--- src/design/repeating_xor_key_recovery_core_defines.svh ---
// Assertion macros used by the key recovery top-level design file.
// Depends on nothing; expects clk_i and rst_ni in the including module.
`ifndef REPEATING_XOR_KEY_RECOVERY_CORE_DEFINES_SVH
`define REPEATING_XOR_KEY_RECOVERY_CORE_DEFINES_SVH
`ifndef NO_ASSERTIONS
// Check a property on every clock edge outside reset.
`define RXK_ASSERT(lbl, prop, msg) \
  lbl: assert property (@(posedge clk_i) disable iff (!rst_ni) prop) else $error(msg);
// Check a property on every clock edge, reset included.
`define RXK_ASSERT_RST(lbl, prop, msg) \
  lbl: assert property (@(posedge clk_i) prop) else $error(msg);
`else
`define RXK_ASSERT(lbl, prop, msg)
`define RXK_ASSERT_RST(lbl, prop, msg)
`endif
`endif

--- src/design/rxk_pkg.sv ---
// Shared types and constants of the repeating-key XOR key recovery core.
// Depends on nothing; used by rxk_cell and the top level.
package rxk_pkg;

  localparam int MaxKeyLengthDef = 32;
  localparam int CountWidthDef   = 16;
  localparam int NUM_CELLS       = 4;
  localparam int CELL_W          = 2;
  localparam int GRP_W           = 8 - CELL_W;
  localparam int SYM_W           = 8;
  localparam int WEIGHT_W        = 16;
  localparam int LEN_W           = 7;
  localparam int NUM_SYMS        = 256;

  // Request codes
  localparam logic [1:0] FUNC_LOAD   = 2'd0;
  localparam logic [1:0] FUNC_BYTE   = 2'd1;
  localparam logic [1:0] FUNC_FINISH = 2'd2;

  // Register indexes
  localparam logic REG_KEY_LENGTH = 1'b0;

  typedef enum logic [2:0] {
    ST_CLR,
    ST_IDLE,
    ST_CNT,
    ST_SCORE,
    ST_WAIT
  } state_e;

  typedef struct packed {
    logic [1:0]          func;
    logic [SYM_W-1:0]    symbol;
    logic [WEIGHT_W-1:0] weight;
  } req_t;

  typedef struct packed {
    logic [4:0]       column;
    logic [SYM_W-1:0] key_byte;
    logic             found;
    logic             last;
  } res_t;

  // Histogram stream travelling along the cell row
  typedef struct packed {
    logic             vld;
    logic             first;
    logic             endg;
    logic             fin;
    logic [GRP_W-1:0] grp;
    logic [SYM_W-1:0] sym;
  } tag_t;

  // Best-so-far token travelling along the cell row
  typedef struct packed {
    logic             vld;
    logic             fin;
    logic [SYM_W-1:0] key;
  } tok_t;

endpackage

--- src/design/rxk_cell.sv ---
// One scoring cell: evaluates one key candidate against the histogram stream.
// Depends on rxk_pkg; instantiated in a row by the top level.
module rxk_cell #(
  parameter int COUNT_W = rxk_pkg::CountWidthDef,
  parameter int IDX     = 0
) (
  input  logic                          clk_i,
  input  logic                          rst_ni,
  input  logic                          wr_en_i,
  input  logic [rxk_pkg::SYM_W-1:0]     wr_addr_i,
  input  logic [rxk_pkg::WEIGHT_W-1:0]  wr_data_i,
  input  logic [rxk_pkg::NUM_SYMS-1:0]  wvld_i,
  input  rxk_pkg::tag_t                 tag_i,
  input  logic [COUNT_W-1:0]            cnt_i,
  output rxk_pkg::tag_t                 tag_o,
  output logic [COUNT_W-1:0]            cnt_o,
  input  rxk_pkg::tok_t                 tok_i,
  input  logic [COUNT_W+23:0]           tok_score_i,
  output rxk_pkg::tok_t                 tok_o,
  output logic [COUNT_W+23:0]           tok_score_o
);

  localparam int PROD_W  = rxk_pkg::WEIGHT_W + COUNT_W;
  localparam int SCORE_W = PROD_W + rxk_pkg::SYM_W;

  logic [rxk_pkg::WEIGHT_W-1:0] wmem [rxk_pkg::NUM_SYMS];

  logic [rxk_pkg::SYM_W-1:0]    key_a, p_a;
  logic                         bad_a;
  rxk_pkg::tag_t                a_tag_q, b_tag_q;
  logic [COUNT_W-1:0]           a_cnt_q;
  logic [rxk_pkg::WEIGHT_W-1:0] wd_q;
  logic                         wv_q, bad_a_q, bad_b_q;
  logic [PROD_W-1:0]            prod_q;
  logic [SCORE_W-1:0]           acc_q, acc_d;
  logic                         bad_q, bad_d;
  logic                         cand_vld_q, cand_fin_q, cand_ok_q;
  logic [rxk_pkg::SYM_W-1:0]    cand_key_q;
  logic [SCORE_W-1:0]           cand_score_q;
  rxk_pkg::tok_t                tok_q;
  logic [SCORE_W-1:0]           tok_score_q;

  // Look up the plaintext character for this key
  assign key_a = {tag_i.grp, rxk_pkg::CELL_W'(IDX)};
  assign p_a   = tag_i.sym ^ key_a;
  assign bad_a = (cnt_i != '0) && (p_a[7] || (p_a[6:5] == 2'b00));

  // Hold the weight copy; broadcast writes from the load request
  always_ff @(posedge clk_i) begin
    if (wr_en_i) begin
      wmem[wr_addr_i] <= wr_data_i;
    end
    wd_q    <= wmem[p_a];
    a_cnt_q <= cnt_i;
    prod_q  <= (wv_q ? wd_q : '0) * a_cnt_q;
  end

  // Accumulate the score of this key over the column
  always_comb begin
    acc_d = (b_tag_q.first ? '0 : acc_q) + SCORE_W'(prod_q);
    bad_d = (b_tag_q.first ? 1'b0 : bad_q) | bad_b_q;
  end

  always_ff @(posedge clk_i or negedge rst_ni) begin
    if (!rst_ni) begin
      a_tag_q      <= '0;
      b_tag_q      <= '0;
      wv_q         <= 1'b0;
      bad_a_q      <= 1'b0;
      bad_b_q      <= 1'b0;
      acc_q        <= '0;
      bad_q        <= 1'b0;
      cand_vld_q   <= 1'b0;
      cand_fin_q   <= 1'b0;
      cand_ok_q    <= 1'b0;
      cand_key_q   <= '0;
      cand_score_q <= '0;
      tok_q        <= '0;
      tok_score_q  <= '0;
    end else begin
      a_tag_q    <= tag_i;
      wv_q       <= wvld_i[p_a];
      bad_a_q    <= bad_a;
      b_tag_q    <= a_tag_q;
      bad_b_q    <= bad_a_q;
      cand_vld_q <= 1'b0;
      if (b_tag_q.vld) begin
        acc_q <= acc_d;
        bad_q <= bad_d;
        if (b_tag_q.endg) begin
          cand_vld_q   <= 1'b1;
          cand_fin_q   <= b_tag_q.fin;
          cand_ok_q    <= !bad_d;
          cand_key_q   <= {b_tag_q.grp, rxk_pkg::CELL_W'(IDX)};
          cand_score_q <= acc_d;
        end
      end
      // Pass on the better of the incoming best and this key
      tok_q.vld <= cand_vld_q;
      tok_q.fin <= cand_fin_q;
      if (cand_ok_q && (cand_score_q > tok_score_i)) begin
        tok_q.key   <= cand_key_q;
        tok_score_q <= cand_score_q;
      end else begin
        tok_q.key   <= tok_i.key;
        tok_score_q <= tok_score_i;
      end
    end
  end

  assign tag_o       = a_tag_q;
  assign cnt_o       = a_cnt_q;
  assign tok_o       = tok_q;
  assign tok_score_o = tok_score_q;

endmodule

--- config.mk ---
export PLATFORM = sky130hd
export DESIGN_NAME = rxk_cell
export DESIGN_NICKNAME = d
export VERILOG_FILES = /design/src/design/repeating_xor_key_recovery_core_defines.svh /design/src/design/rxk_pkg.sv /design/src/design/rxk_cell.sv
export SDC_FILE = /design/constraint.sdc
export NUM_CORES = 2
export LEC_CHECK = 0
export BUFFER_PORTS_ARGS = -buffer_cell sky130_fd_sc_hd__buf_2
export CAP_MARGIN = 10
export CORE_MARGIN = 8
export CORE_UTILIZATION = 56
export CTS_BUF_LIST = sky130_fd_sc_hd__clkbuf_16
export CTS_CLUSTER_DIAMETER = 120
export CTS_CLUSTER_SIZE = 24
export DETAILED_ROUTE_END_ITERATION = 8
export PLACE_DENSITY_LB_ADDON = 0.3
export SYNTH_ARGS = -nofsm -noshare
export SYNTH_HDL_FRONTEND = slang
export SYNTH_SLANG_ARGS = --single-unit
--- constraint.sdc ---
create_clock -name clk_i -period 6.4 [get_ports clk_i]
set_input_delay 0.64 -clock clk_i [delete_from_list [all_inputs] [get_ports clk_i]]
set_output_delay 0.64 -clock clk_i [all_outputs]
set_load 0.05 [all_outputs]
-- Word level (Yosys, flattened, before mapping)
Memory sizes are Yosys's and may differ from the RTL's. A register that Yosys moved wholly into a read port is not among the register bits.
Cells that the tools add are included.
- bits of input ports: 367
- latch bits: 0
- memories: 1
- output and inout bits: 84
- flip-flop bits (word level): 219
- RAM bits: 4096
- word-level logic and storage cells: 52
- bits in read-only memories: 0
- memory list (memory ; words ; bits a word ; rd ports ; clocked after Yosys merged registers in ; write ports ; RTL line ; source):
    wmem ; 256 ; 16 ; 1 ; 1 ; 1 ; rxk_cell.sv:26 ; logic [rxk_pkg::WEIGHT_W-1:0] wmem [rxk_pkg::NUM_SYMS];
- equality and inequality tests: 0
- shift-type cells: 0
- magnitude comparators: 2
- multipliers: 1
- bitwise gates (word level): 2
- reductions and logical operators: 7
- multiplexer cells: 11
- divide/modulo/power cells: 0
- add/sub/neg operators: 1
- operator list (operator ; count):
    2-to-1 mux 40 bit ; 2
    adder 40 x 32 -> 40 bit ; 1
    > comparator 40 bit ; 1
    multiplier 16 x 16 -> 32 bit ; 1
    2-to-1 mux 16 bit ; 1
    nonzero test 16 bit ; 1
    < comparator 8 x 9 -> 1 bit (second input constant) ; 1
    binary-select mux 1 bit (select 8 bit) ; 1
    2-to-1 mux 8 bit ; 1
    XOR 8 bit ; 1
    2-to-1 mux 1 bit ; 6
    logical AND 1 bit ; 2
    zero test 2 bit ; 1
    AND reduction 2 bit ; 1
    zero test 1 bit ; 1
    logical OR 1 bit ; 1
    OR 1 bit ; 1

-- Depth between registers and ports, before layout
- depth after elaboration: 4
- mapped depth: 25

-- Worst setup path before layout
OpenSTA, ideal clock, no wires.
- path type: register to register
- from: register wv_q
- to: register prod_q[31]
- arrival time: 6.119 ns
- data required time: 6.275 ns
- stages on the path, launching flop included: 22
- setup slack: 0.156 ns
- period minus slack after synthesis: 6.244 ns
- cell sequence: dfrtp_1 -> clkbuf_1 -> and2_1 -> clkbuf_1 -> nand2_1 -> fa_1 -> fa_1 -> fa_1 -> inv_1 -> fa_1 -> fa_1 -> inv_1 -> fa_1 -> inv_1 -> ha_1 -> clkbuf_1 -> nand3_1 -> o41ai_1 -> o21ai_0 -> o211ai_1 -> mux2i_1 -> nor2_1
- word-level cells in the longest chain between the ends: 2
- ends and longest elaborated chain (element ; RTL line ; source):
    start: declaration ; rxk_cell.sv:33 ; logic wv_q, bad_a_q, bad_b_q;
    start signal: assignment ; rxk_cell.sv:82 ; wv_q <= wvld_i[p_a];
    2-to-1 mux 16 bit ; rxk_cell.sv:55 ; prod_q <= (wv_q ? wd_q : '0) * a_cnt_q;
    multiplier 16 x 16 -> 32 bit ; rxk_cell.sv:55 ;
    end signal: assignment ; rxk_cell.sv:55 ;
    end: declaration ; rxk_cell.sv:34 ; logic [PROD_W-1:0] prod_q;
No other way between the ends.
A chain may end at the register's enable or synchronous reset.

-- Final worst setup path
- from: register wv_q
- to: register prod_q[21]
Same word-level chain as after synthesis.

==> metrics <==
grt ovf 0; P per Cell Area 307 nW/um^2; share of cells above drive strength 1 30.5%; post-DP HPWL 273,000 um; Max FO, Critical Path 8; Setup WS pre-CTS -0.126 ns; skew final 0.0623 ns; # rows 206; Rel. slew slack -20.0%; Routed WL per cell 33.2 um; critical path arrival 7.05 ns; Critical Path Start Type flop; Mapped Area 178,000 um^2; Final nets 9,752; Final Wtd Congestion 0.916; Clk Latency, worst-skew pair 0.95 ns; IO Count 451; Area growth syn-to-layout 9.52%; status finished, violations left; chip height 579 um; CP endpoint kind flop; Syn Area/Cell 21.6 um^2; die width 579 um; Hold Path Stages 1; worst slew pin tran 1.80 ns; Fin. Hold Viols 0; most common cell in the netlist edfxtp_1; CP Class flop to flop; Util after Layout 61.7%; sequential share of the synthesized area 72.4%; Vias 87,400; Worst R2R Setup Slack 0.12 ns; Synth top area share 69.3%; Post-synth top cells 4,096 x edfxtp_1, 1,428 x mux4_2, 313 x nor2_1; XOR/XNOR share of the synthesized area 0.321%; Primary FF master, synth edfxtp_1; TritonCTS buffer count 204; Unique masters post-synth 62; R2R depth 22; Total GRT Usage 26.0%; Async SR Flop Fraction 3.95%; register bit count reported by yosys 4,331; failing checks max-slew violations; finished layout cell area 194,000 um^2; CTS Buffer Depth 4; CTS sink count 4,331; hold path start wr_data_i[0]; largest family of logic cells by synthesized area multiplexers; mux cell area share after synthesis 18.8%; DP Area 188,000 um^2; Die ar. 335,000 um^2; fmax 0.159 GHz; total power 59.7 mW; vias in the first global route 88,300; CTS tree done; initial core utilization 56.3%; Setup violations, final 0; drt pass-1 iters 6; # Max-Cap Violations 0; CP required 7.17 ns; Worst Hold Class input pin to flop; setup slack after layout 0.121 ns; Post-synth EDFFs 4,096; R2R Path End prod_q[21]$_DFF_P_; first-pass GRT wire length 629,000 um; Slew Viols, Final 145; RSZ-0062 raised after global routing yes; Ys Warns 0; Critical R2R Launch wv_q$_DFF_PN0_; Adder-Cell Fraction of Synth Area 3.44%; Leak Pwr 64.0 nW; detailed-route wire length 440,000 um; post-synth top area cell edfxtp_1; number of vias per cell 6.59; cells after synthesis 8,222; Synthesized Nets 8,960; largest net degree at the start of global routing 193; Residual DRC 0; Tmin final 6.28 ns; # H-tree levels 4; CTS Root Cell clkbuf_16; synth top area cells edfxtp_1 69%, mux4_2 18%, dfrtp_1 2.4%; Period Utilization, post-route 98.1%; core region area 315,000 um^2; Worst VDD drop 579 uV; initial antenna violation count 35; DP Cell Count 12,900; simple-gate share of the synthesized area 2.30%; port buffer count 448; antenna viol nets, final 0; Iteration-0 DRC Markers 11,900; Worst-path clk slew 0.10 ns; compound-cell area share of the yosys netlist 1.10%; Cell Count, Final, Fillers Out 13,300; Hold EP wmem[101][0]$_DFFE_PP_
per-layer routing:
| layer | GRT usage (%) | up-vias | share of wire (%) |
|---|---|---|---|
| met4 | 6.35 | 22 | 2.6 |
| li1 | - | 35200 | - |
| met3 | 5.44 | 556 | 11 |
| met1 | 37.6 | 46700 | 39 |
| met5 | 0 | - | 0.037 |
| met2 | 41.4 | 4852 | 48 |
sequential cells by signal, summed over array words and instances (netlist names), 6 cells and up:
signal,flops
wmem,4096
cnt_o,16
b_tag_q,10
tok_o,10
tok_score_o,40
tag_o,18
wd_q,16
acc_q,40
cand_score_q,40
prod_q,32
cand_key_q,6
report_power, final:
part	leakage, nW	total (mW)	internal [mW]	switching (mW)
sequential	39.4	31.7	31.5	0.258
combinational	21.8	13.8	5.85	7.90
clock	2.89	14.3	5.88	8.38
total	64.0	59.7	43.2	16.5
final cells by class:
| class | instances | area, um^2 |
|---|---|---|
| Clock buffer | 207 | 5180 |
| Clock inverter | 58 | 398 |
| Multi-Input combinational cell | 3155 | 46400 |
| Timing Repair Buffer | 1030 | 7650 |
| Tap cell | 4160 | 5200 |
| Inverter | 292 | 1100 |
| Fill cell | 21200 | 121000 |
| Antenna cell | 20 | 50.0 |
| Sequential cell | 4331 | 129000 |
critical path: stages (launching register included):
cell	delay, ns
dfrtp_2	0.46
and2_1	0.33
buf_4	0.16
nand2_1	0.06
fa_1	0.49
fa_1	0.56
fa_1	0.54
inv_1	0.06
fa_1	0.51
fa_1	0.51
inv_1	0.06
fa_1	0.50
inv_1	0.05
ha_1	0.35
a21oi_1	0.22
nor2b_1	0.08
a41oi_1	0.27
o41ai_2	0.19
buf_4	0.18
a31o_2	0.24
a21oi_2	0.16
nand3b_1	0.12
nand3_1	0.07
worst max-delay path by stage:
stage | startpoint | to
5_1_grt | wv_q$_DFF_PN0_ | prod_q[21]$_DFF_P_
2_1_floorplan | wv_q$_DFF_PN0_ | prod_q[31]$_DFF_P_
3_3_place_gp | wv_q$_DFF_PN0_ | prod_q[29]$_DFF_P_
4_1_cts | wv_q$_DFF_PN0_ | prod_q[30]$_DFF_P_
6_report | wv_q$_DFF_PN0_ | prod_q[21]$_DFF_P_
3_5_place_dp | wv_q$_DFF_PN0_ | prod_q[29]$_DFF_P_
timing repair:
action | CTS | global route
gates cloned | 0 | 0
hold endpoints to repair | 194 | 0
pin swaps | 0 | 8
hold buffers | 81 | 0
gates resized for setup | 2 | 22
setup endpoints to repair | 5 | 13
buffers inserted | 1 | 3
cells by family after synthesis:
logic type / after synthesis
mux: 1540
fa+ha+maj: 371
compound gates: 293
xor+xnor: 65
simple gates: 886
flops: 4331
buf+inv: 736
placed cells by master, fill, tap and decap left out, drive strengths merged, types with 5 or more instances in the layout:
| master | n |
|---|---|
| edfxtp | 4096 |
| mux4 | 1428 |
| buf | 936 |
| inv | 342 |
| nor2 | 313 |
| nand2 | 245 |
| clkbuf | 220 |
| fa | 195 |
| ha | 176 |
| dfrtp | 171 |
| and3 | 126 |
| mux2 | 107 |
| dlygate4sd3 | 81 |
| a21oi | 70 |
| dfxtp | 64 |
| nand3 | 54 |
| o21ai | 51 |
| nor2b | 48 |
| a21o | 43 |
| xnor2 | 42 |
| a22oi | 39 |
| nand4 | 28 |
| xor2 | 23 |
| and2 | 23 |
| diode | 20 |
| a31oi | 13 |
| nor3 | 11 |
| o211ai | 10 |
| nor4 | 10 |
| o21a | 9 |
| nand2b | 8 |
| clkinv | 8 |
| a211oi | 7 |
| or2 | 5 |
| o21bai | 5 |
| mux2i | 5 |
| o221ai | 5 |
per-stage QoR:
stage	hold slack [ns]	TNS (ns)
after floorplan	0.331	0
after global placement	0.334	-0.114
after detailed placement	0.336	-0.171
after CTS	0.162	0
after global routing	0.211	-0.261
final	0.230	0
No activity file was read; power rests on OpenSTA's default activity.
